==> src/rtl/utv_pkg.sv <==
`timescale 1ns / 1ps
// -----------------------------------------------------------------------------
// UTC timestamp validator package
// Shared types, status codes, string layout constants and the month table.
// -----------------------------------------------------------------------------
package utv_pkg;

  // Characters at or beyond this index mark the string as malformed.
  localparam int unsigned MaxLength = 64;

  localparam int unsigned PosW   = 7;
  localparam int unsigned YearW  = 14;
  localparam int unsigned FieldW = 7;
  localparam int unsigned StatW  = 3;

  localparam int unsigned OutDataW = 56;

  // String layout: YYYY-MM-DDTHH:MM:SS[.f+]Z
  localparam logic [PosW-1:0] PosFracDot  = 7'd19;
  localparam logic [PosW-1:0] PosShortFrac = 7'd20;  // index of a last char giving length 21
  localparam logic [PosW-1:0] PosSatMax   = 7'd127;

  localparam logic [7:0] ChDigit0 = 8'h30;
  localparam logic [7:0] ChDigit9 = 8'h39;
  localparam logic [7:0] ChDash   = 8'h2D;
  localparam logic [7:0] ChColon  = 8'h3A;
  localparam logic [7:0] ChTee    = 8'h54;
  localparam logic [7:0] ChDot    = 8'h2E;
  localparam logic [7:0] ChZulu   = 8'h5A;

  localparam logic [FieldW-1:0] MaxMonth  = 7'd12;
  localparam logic [FieldW-1:0] MaxHour   = 7'd23;
  localparam logic [FieldW-1:0] MaxMinSec = 7'd59;
  localparam logic [FieldW-1:0] LeapFeb   = 7'd29;
  localparam logic [FieldW-1:0] MonthFeb  = 7'd2;

  typedef enum logic [StatW-1:0] {
    ST_VALID = 3'd0,
    ST_SHAPE = 3'd1,
    ST_DIGIT = 3'd2,
    ST_RANGE = 3'd3,
    ST_DAY   = 3'd4
  } status_e;

  typedef enum logic [2:0] {
    FLD_YEAR   = 3'd0,
    FLD_MONTH  = 3'd1,
    FLD_DAY    = 3'd2,
    FLD_HOUR   = 3'd3,
    FLD_MINUTE = 3'd4,
    FLD_SECOND = 3'd5,
    FLD_SEP    = 3'd6
  } field_e;

  // Per-string scan state handed from the character scanner to the checker.
  typedef struct packed {
    logic [PosW-1:0]   pos;
    logic [YearW-1:0]  year;
    logic [FieldW-1:0] month;
    logic [FieldW-1:0] day;
    logic [FieldW-1:0] hour;
    logic [FieldW-1:0] minute;
    logic [FieldW-1:0] second;
    logic              shape_bad;
    logic              digit_bad;
    logic              lo_zero;     // last two year digits are both zero
    logic [1:0]        cent_mod4;   // first two year digits, modulo 4
  } scan_t;

  // Field that owns a character index below the fraction dot.
  function automatic field_e field_of(logic [PosW-1:0] idx);
    field_e f;
    case (idx)
      7'd0, 7'd1, 7'd2, 7'd3: f = FLD_YEAR;
      7'd5, 7'd6:             f = FLD_MONTH;
      7'd8, 7'd9:             f = FLD_DAY;
      7'd11, 7'd12:           f = FLD_HOUR;
      7'd14, 7'd15:           f = FLD_MINUTE;
      7'd17, 7'd18:           f = FLD_SECOND;
      default:                f = FLD_SEP;
    endcase
    return f;
  endfunction

  function automatic logic [7:0] separator_at(logic [PosW-1:0] idx);
    logic [7:0] ch;
    case (idx)
      7'd10:        ch = ChTee;
      7'd13, 7'd16: ch = ChColon;
      default:      ch = ChDash;
    endcase
    return ch;
  endfunction

  // Common-year month length; months outside 1..12 never reach this check.
  function automatic logic [FieldW-1:0] month_days(logic [FieldW-1:0] month);
    logic [FieldW-1:0] days;
    case (month)
      7'd2:                      days = 7'd28;
      7'd4, 7'd6, 7'd9, 7'd11:   days = 7'd30;
      default:                   days = 7'd31;
    endcase
    return days;
  endfunction

endpackage

==> src/rtl/utc_timestamp_validator.sv <==
`timescale 1ns / 1ps
// -----------------------------------------------------------------------------
// UTC timestamp validator
// Checks YYYY-MM-DDTHH:MM:SS[.digits]Z one character per beat and reports a
// status and the parsed fields on the final character of each string.
// -----------------------------------------------------------------------------
// The result beat is presented in the cycle after the final character.
// Throughput: one character per cycle; the output register drains in the same
// cycle it reloads, so input is only held while a result waits unaccepted.
// Reset clears the scan state and the output valid flag; no sweep is needed.
module utc_timestamp_validator (
  input  logic        clk_i,
  input  logic        rst_ni,
  input  logic        s_axis_tvalid,
  output logic        s_axis_tready,
  input  logic [7:0]  s_axis_tdata,   // [7:0] character
  input  logic        s_axis_tlast,   // last_char
  output logic        m_axis_tvalid,
  input  logic        m_axis_tready,
  output logic [55:0] m_axis_tdata    // [2:0] status, [16:3] year, [23:17] month,
                                      // [30:24] day, [37:31] hour, [44:38] minute,
                                      // [51:45] second, [55:52] zero
);
  import utv_pkg::*;

  logic                  in_beat;
  logic                  final_beat;
  scan_t                 scan;
  status_e               status;
  logic                  shape_err;
  logic                  range_err;
  logic                  leap;
  logic [FieldW-1:0]     max_day;
  logic                  out_valid_q, out_valid_d;
  logic [OutDataW-1:0]   out_data_q, out_data_d;

  assign s_axis_tready = !out_valid_q || m_axis_tready;
  assign in_beat       = s_axis_tvalid && s_axis_tready;
  assign final_beat    = in_beat && s_axis_tlast;

  utv_scan u_scan (
    .clk_i  (clk_i),
    .rst_ni (rst_ni),
    .beat_i (in_beat),
    .char_i (s_axis_tdata),
    .last_i (s_axis_tlast),
    .scan_o (scan)
  );

  // A final character before index 19 means a length below 20, which is a shape
  // error on its own, so the field checks only need the registered scan state.
  assign shape_err = scan.shape_bad || (scan.pos < PosFracDot) ||
                     (scan.pos == PosShortFrac) || (scan.pos >= PosW'(MaxLength)) ||
                     (s_axis_tdata != ChZulu);

  assign range_err = (scan.year == '0) || (scan.month == '0) || (scan.month > MaxMonth) ||
                     (scan.day == '0) || (scan.hour > MaxHour) ||
                     (scan.minute > MaxMinSec) || (scan.second > MaxMinSec);

  // Divisible by 4, and either not a whole century or a century divisible by 4.
  assign leap    = (scan.year[1:0] == 2'd0) && (!scan.lo_zero || scan.cent_mod4 == 2'd0);
  assign max_day = (scan.month == MonthFeb && leap) ? LeapFeb : month_days(scan.month);

  always_comb begin
    if (shape_err) begin
      status = ST_SHAPE;
    end else if (scan.digit_bad) begin
      status = ST_DIGIT;
    end else if (range_err) begin
      status = ST_RANGE;
    end else if (scan.day > max_day) begin
      status = ST_DAY;
    end else begin
      status = ST_VALID;
    end
  end

  always_comb begin
    if (status == ST_SHAPE || status == ST_DIGIT) begin
      out_data_d = {{(OutDataW - StatW){1'b0}}, status};
    end else begin
      out_data_d = {4'd0, scan.second, scan.minute, scan.hour, scan.day, scan.month,
                    scan.year, status};
    end
  end

  always_comb begin
    out_valid_d = out_valid_q;
    if (final_beat) begin
      out_valid_d = 1'b1;
    end else if (m_axis_tready) begin
      out_valid_d = 1'b0;
    end
  end

  always_ff @(posedge clk_i or negedge rst_ni) begin
    if (!rst_ni) begin
      out_valid_q <= 1'b0;
    end else begin
      out_valid_q <= out_valid_d;
    end
  end

  always_ff @(posedge clk_i) begin
    if (final_beat) begin
      out_data_q <= out_data_d;
    end
  end

  assign m_axis_tvalid = out_valid_q;
  assign m_axis_tdata  = out_data_q;

  a_result_follows_last: assert property (@(posedge clk_i) disable iff (!rst_ni)
    final_beat |=> m_axis_tvalid)
    else $error("final beat produced no result");

  a_result_has_cause: assert property (@(posedge clk_i) disable iff (!rst_ni)
    $rose(m_axis_tvalid) |-> $past(final_beat))
    else $error("result appeared without a final beat");

  a_error_fields_zero: assert property (@(posedge clk_i) disable iff (!rst_ni)
    m_axis_tvalid && (m_axis_tdata[2:0] == ST_SHAPE || m_axis_tdata[2:0] == ST_DIGIT)
      |-> m_axis_tdata[55:3] == '0)
    else $error("fields not cleared on a shape or digit error");

  a_no_overwrite: assert property (@(posedge clk_i) disable iff (!rst_ni)
    m_axis_tvalid && !m_axis_tready |-> !final_beat)
    else $error("pending result overwritten");

endmodule

==> src/rtl/utv_scan.sv <==
`timescale 1ns / 1ps
// -----------------------------------------------------------------------------
// UTC timestamp validator character scanner
// Tracks the character index, accumulates the six decimal fields and keeps
// sticky shape and digit error flags for the string in progress.
// -----------------------------------------------------------------------------
module utv_scan (
  input  logic          clk_i,
  input  logic          rst_ni,
  input  logic          beat_i,
  input  logic [7:0]    char_i,
  input  logic          last_i,
  output utv_pkg::scan_t scan_o
);
  import utv_pkg::*;

  scan_t           scan_q, scan_d;
  logic [PosW-1:0] idx;
  logic            is_digit;
  logic [3:0]      digit;
  field_e          field;

  assign idx      = scan_q.pos;
  assign is_digit = (char_i >= ChDigit0) && (char_i <= ChDigit9);
  assign digit    = is_digit ? 4'(char_i - ChDigit0) : 4'd0;
  assign field    = field_of(idx);

  always_comb begin
    scan_d = scan_q;
    if (beat_i) begin
      if (last_i) begin
        // The string ends here: the checker samples scan_q this cycle.
        scan_d = '0;
      end else begin
        if (idx >= PosW'(MaxLength)) begin
          scan_d.shape_bad = 1'b1;
        end
        if (idx < PosFracDot) begin
          if (field == FLD_SEP) begin
            if (char_i != separator_at(idx)) begin
              scan_d.shape_bad = 1'b1;
            end
          end else if (!is_digit) begin
            scan_d.digit_bad = 1'b1;
          end else begin
            case (field)
              FLD_YEAR: begin
                scan_d.year = YearW'(scan_q.year * YearW'(10) + YearW'(digit));
                case (idx[1:0])
                  2'd0: scan_d.cent_mod4 = {digit[0], 1'b0};
                  2'd1: scan_d.cent_mod4 = scan_q.cent_mod4 + digit[1:0];
                  2'd2: scan_d.lo_zero = (digit == 4'd0);
                  default: scan_d.lo_zero = scan_q.lo_zero && (digit == 4'd0);
                endcase
              end
              FLD_MONTH:
                scan_d.month = FieldW'(scan_q.month * FieldW'(10) + FieldW'(digit));
              FLD_DAY:
                scan_d.day = FieldW'(scan_q.day * FieldW'(10) + FieldW'(digit));
              FLD_HOUR:
                scan_d.hour = FieldW'(scan_q.hour * FieldW'(10) + FieldW'(digit));
              FLD_MINUTE:
                scan_d.minute = FieldW'(scan_q.minute * FieldW'(10) + FieldW'(digit));
              default:
                scan_d.second = FieldW'(scan_q.second * FieldW'(10) + FieldW'(digit));
            endcase
          end
        end else if (idx == PosFracDot) begin
          if (char_i != ChDot) begin
            scan_d.shape_bad = 1'b1;
          end
        end else if (!is_digit) begin
          scan_d.shape_bad = 1'b1;
        end
        scan_d.pos = (idx < PosSatMax) ? idx + PosW'(1) : PosSatMax;
      end
    end
  end

  always_ff @(posedge clk_i or negedge rst_ni) begin
    if (!rst_ni) begin
      scan_q <= '0;
    end else begin
      scan_q <= scan_d;
    end
  end

  assign scan_o = scan_q;

  a_clear_after_last: assert property (@(posedge clk_i) disable iff (!rst_ni)
    beat_i && last_i |=> scan_q.pos == '0 && !scan_q.shape_bad && !scan_q.digit_bad)
    else $error("scan state not cleared after the final beat");

  a_pos_steps: assert property (@(posedge clk_i) disable iff (!rst_ni)
    !beat_i |=> $stable(scan_q))
    else $error("scan state changed without an accepted beat");

  a_pos_saturates: assert property (@(posedge clk_i) disable iff (!rst_ni)
    beat_i && !last_i && idx == PosSatMax |=> scan_q.pos == PosSatMax)
    else $error("character index wrapped past saturation");

endmodule
==> config.mk <==
export PLATFORM = sky130hd
export DESIGN_NAME = utc_timestamp_validator
export DESIGN_NICKNAME = d
export VERILOG_FILES = /design/src/rtl/utv_pkg.sv /design/src/rtl/utc_timestamp_validator.sv /design/src/rtl/utv_scan.sv
export SDC_FILE = /design/constraint.sdc
export NUM_CORES = 1
export LEC_CHECK = 0
export BUFFER_PORTS_ARGS = -buffer_cell sky130_fd_sc_hd__buf_2
export CORE_ASPECT_RATIO = 0.75
export CORE_MARGIN = 2
export CORE_UTILIZATION = 42
export CTS_CLUSTER_SIZE = 10
export DETAILED_ROUTE_END_ITERATION = 7
export PLACE_DENSITY = 0.57
export SYNTH_ARGS = -nofsm -noshare
export SYNTH_HDL_FRONTEND = slang
export SYNTH_SLANG_ARGS = --single-unit
==> constraint.sdc <==
create_clock -name clk_i -period 8.65 [get_ports clk_i]
set_clock_uncertainty 0.05 [all_clocks]
set_input_delay 2.595 -clock clk_i [delete_from_list [all_inputs] [get_ports clk_i]]
set_output_delay 2.595 -clock clk_i [all_outputs]
set_load 0.005 [all_outputs]
-- Yosys cells after proc, flatten, opt, wreduce, memory -nomap -nowiden
Memory sizes are Yosys's and may differ from the RTL's.
Cells that the tools add are included.
- bits in registers: 118
- memory bits (read-only): 96
- bits of input ports: 13
- output and inout port bits: 58
- logic and storage cells: 158
- memories: 1
- add/subtract/negate cells: 9
- $mul: 6
- order comparisons: 10
- equality and inequality tests: 26
- muxes and demuxes: 40
- reduce and logical (&&, ||, !) cells: 52
- memory list (name ; words ; width ; rd ports ; clocked after memory_dff ; wr ports ; line ; RTL):
    (name not given) ; 32 ; 3 ; 1 ; 0 ; 0 ; utv_pkg.sv:73 ; case (idx)
- operators with widths (cell ; count):
    49-bit 2-to-1 mux ; 3
    61-bit 2-to-1 mux ; 1
    7-bit 2-to-1 mux ; 7
    7-bit by 4-bit adder with 7-bit output ; 5
    7-bit by 3-bit multiplier with 6-bit output, second input constant ; 5
    8-bit 2-to-1 mux ; 4
    5-bit AND reduction ; 6
    7-bit by 4-bit equality test with 1-bit output, second input constant ; 4
    7-bit by 5-bit equality test with 1-bit output, second input constant ; 3
    3-bit 2-to-1 mux ; 7
    2-bit nonzero test ; 8
    14-bit by 4-bit adder with 14-bit output ; 1
    7-bit by 3-bit equality test with 1-bit output, second input constant ; 2
    7-bit by 6-bit greater-than comparator with 1-bit output, second input constant ; 2
    14-bit logical NOT ; 1
    7-bit logical NOT ; 2
    14-bit by 3-bit multiplier with 13-bit output, second input constant ; 1
    14-bit 2-to-1 mux ; 1
    7-bit case mux with 2 select lines ; 1
    1-bit logical OR ; 13
    4-bit 2-to-1 mux ; 3
    6-bit AND reduction ; 2
    1-bit 2-to-1 mux ; 10
    3-bit by 2-bit equality test with 1-bit output, second input constant ; 3
    33 further kinds ; 48

-- Longest topological paths before layout
- depth after elaboration: 12
- depth in mapped cells: 14
- mapped depth without buffers: 13

-- Cells and area by module
From an unflattened synthesis, not the netlist that was laid out.
- cells, all modules: 704
- area total of the unflattened synthesis: 7497.2 um2
- modules (own cells, without submodules) (module ; instances ; cells an instance ; area an instance (um2)):
    utv_scan ; 1 ; 542 ; 5228.8
    utc_timestamp_validator ; 1 ; 162 ; 2268.4

-- Worst setup path after synthesis
No wires, ideal clock.
- kind: input -> output
- from: in m_axis_tready
- to: out s_axis_tready
- data arrival time: 2.759 ns
- setup slack: 3.246 ns
- stages: 1
- path buffers: 0
- cell sequence: nand2b_1
- word-level cells in the longest chain between the ends: 1
- RTL lines (item ; line ; RTL):
    start: declaration ; utc_timestamp_validator.sv:19 ; input logic m_axis_tready,
    1-bit logical OR ; utc_timestamp_validator.sv:37 ; assign s_axis_tready = !out_valid_q || m_axis_tready;
    end: declaration ; utc_timestamp_validator.sv:15 ; output logic s_axis_tready,
Every way passes these cells.

-- Final worst setup path
Same ends and word-level chain as after synthesis.

==> results.sh <==
export IMPL_grt_start_max_net_pins=63
export IMPL_drc_violation_count_after_routing=0
export IMPL_grt_usage_pct=19.9
export IMPL_fin_crit_ns=5.64
export IMPL_post_route_cells_drive_above_1_share_pct=13.8
export IMPL_die_width_um=156
export IMPL_most_common_layout_cells="buf_2 (66), ha_1 (64), dfrtp_1 (62)"
export IMPL_dominantRegCellSynth="dfrtp_1"
export IMPL_synthesis_area_um2=7280
export IMPL_endpoint_kind="output port"
export IMPL_ir_worst_vdd_mv=0.115
export IMPL_yosysWarnings=0
export IMPL_crit_path_start_kind="primary input"
export IMPL_synth_register_bits=114
export IMPL_design_core_area_um2=16900
export IMPL_worstPathRequired_ns=6.01
export IMPL_outcome="completed"
export IMPL_fmax_mhz=177
export IMPL_class_of_the_most_critical_setup_path="primary input to output port"
export IMPL_grt_pass1_wl_mm=28.9
export IMPL_ys_async_sr_fraction_pct=54.4
export IMPL_clock_root_buffer="clkbuf_16"
export IMPL_die_height_um=118
export IMPL_insertedDiodeCount=0
export IMPL_maxCapViolations=0
export IMPL_wl_per_cell_um=17.0
export IMPL_synth_seq_area_share_pct=42.8
export IMPL_grt_pass1_vias=5604
export IMPL_post_cts_hold_buffer_count=0
export IMPL_slew_headroom_pct=39.6
export IMPL_post_drt_via_cell_ratio=5.38
export IMPL_place_gp_congestion=0.857
export IMPL_initialDrtViolationCount=268
export IMPL_tightest_slew_ns=0.903
export IMPL_timing_final_max_slew_violations=0
export IMPL_post_route_period_util_pct=65.2
export IMPL_mapped_cells=717
export IMPL_routed_via_count=5438
export IMPL_floorplan_die_area_um2=18400
export IMPL_synth_edf_count=52
export IMPL_postCtsSetupRepairBufs=0
export IMPL_synth_cell_types=58
export IMPL_final_hold_viol_count=0
export IMPL_setup_total_negative_slack_ns=0
export IMPL_htree_levels=4
export IMPL_critical_path_max_fanout=4
export IMPL_globalRoute_totalOverflow=0
export IMPL_drt_first_pass_iters=5
export IMPL_power_static_leakage_nw=3.77
export IMPL_drt_total_wl_mm=17.1
export IMPL_report_power_total_w=0.00147
export IMPL_nNetsFinal=871
export IMPL_grt_antenna_before_repair=0
export IMPL_area_growth_pct=15.2
export IMPL_cts_clk_slew_worst_paths_ns=0.05
export IMPL_clock_sinks=114
export IMPL_io_buffers=66
export IMPL_min_delay_path_class="flip-flop to flip-flop"
export IMPL_ctsResizeCount=0
export IMPL_most_common_cell_after_layout_fill_and_taps_aside="buf_2"
export IMPL_detailed_place_hpwl_mm=12.1
export IMPL_rsz_0062_raised_after_global_routing="false"
export IMPL_p_per_area_nw_per_um2=176
export IMPL_io_pins=71
export IMPL_postSynthAreaPerCell_um2=10.2
export IMPL_floorplan_rows=41
export IMPL_floorplan_initialDensity_pct=43.1
export IMPL_tritoncts="built"
export IMPL_clk_insertion_delay_late_ns=0.42
export IMPL_final_util_pct=49.7
export IMPL_ant_nets=0
export IMPL_worstPathArrival_ns=2.99
export IMPL_cts_buffers_inserted=17
export IMPL_setup_violations=0
export IMPL_clk_path_buf_depth=2
-- path summary, 6_finish.rpt --
kind                              startpoint  cells after the start                end  slack (ns)
setup / recovery               m_axis_tready                      3      s_axis_tready        3.01
hold / removal             u_scan.scan_o[25]                      2  u_scan.scan_o[25]        0.45
setup reg to reg               u_scan.idx[1]                     10  u_scan.scan_o[13]        5.26
hold reg to reg            u_scan.scan_o[25]                      2  u_scan.scan_o[25]        0.45
max in group asynchronous             rst_ni                      2  u_scan.scan_o[30]        5.66
min in group asynchronous             rst_ni                      2  u_scan.scan_o[23]        2.32
-- cells in the mapped netlist (3+ instances only) --
cell type	count	area, um^2
a31oi_1	4	25.0
and3_1	3	18.8
a21oi_1	27	135
clkbuf_1	18	67.6
xor2_1	12	105
nor2_1	49	184
nor3b_1	8	60.1
o21ai_1	11	55.1
or3_1	3	18.8
dfrtp_1	62	1550
nand4_1	12	75.1
inv_1	42	158
buf_4	4	30.0
mux2_1	12	135
ha_1	64	801
o21ai_0	27	135
nand2b_1	5	31.3
a22o_1	6	52.6
nor4_1	6	37.5
buf_2	4	20.0
and2_1	49	307
fa_1	12	240
nand2_1	58	218
nor2b_1	10	62.6
nor3_1	21	105
o31ai_1	11	82.6
edfxtp_1	52	1560
xnor2_1	43	377
nand3_1	19	95.1
a211oi_1	5	37.5
a21o_1	13	97.6
mux2i_1	11	110
-- sequential cells by signal, indices dropped and copies added (netlist names) --
| name | count |
|---|---|
| m_axis_tvalid | 1 |
| m_axis_tdata | 52 |
| u_scan.idx | 7 |
| u_scan.scan_o | 54 |
-- cell families (layout without fill, tap and decap cells) --
family	Yosys count	count (layout)	share of synthesized area [%]
AOI/OAI and AO/OA	123	123	10.9
xor gates and xnor gates	55	55	6.62
adders and majority gates	76	76	14.3
buffers and inverters	70	145	3.88
DFF	114	114	42.8
muxes	24	24	3.52
other	1	4	0.0515
and+or+nand+nor	254	254	18.0
-- metrics by stage --
step	cell area (um^2)	setup slack [ns]	cells	hold slack (ns)
global placement	7800	2.91	978	0.428
global route	8390	2.75	1010	0.494
floorplan	7290	3.25	720	0.408
detailed placement	7800	2.68	978	0.445
finish	8390	3.01	1010	0.454
CTS	8390	3.00	1010	0.458
-- critical path, stage by stage --
cell      delay [ns]
buf_2           0.09
nand2b_1        0.17
buf_2           0.14
-- where the power goes --
group | leakage [nW] | total, W | switching [W] | internal, W
logic | 2.15 | 0.000159 | 0.0000972 | 0.0000617
registers | 1.35 | 0.000619 | 0.0000294 | 0.000590
clock network | 0.272 | 0.000697 | 0.000271 | 0.000425
-- layout make-up --
| cell class | instances | area (um^2) |
|---|---|---|
| flip-flops and latches | 114 | 3110 |
| well taps | 215 | 269 |
| inverters | 42 | 158 |
| clock buffers | 17 | 425 |
| multi-input cells | 536 | 3900 |
| repair buffers | 71 | 368 |
| fillers | 1548 | 8490 |
| clock inverters | 15 | 159 |
-- layer usage --
layer / part of all wire (%) / vias to the layer above / track usage, %
li1: - / 2671 / -
met1: 49 / 2617 / 27.9
met2: 44 / 128 / 30.1
met3: 5.1 / 22 / 5.41
met4: 1.5 / 0 / 6.08
met5: 0 / - / 0
(Power assumes the default switching activity.)
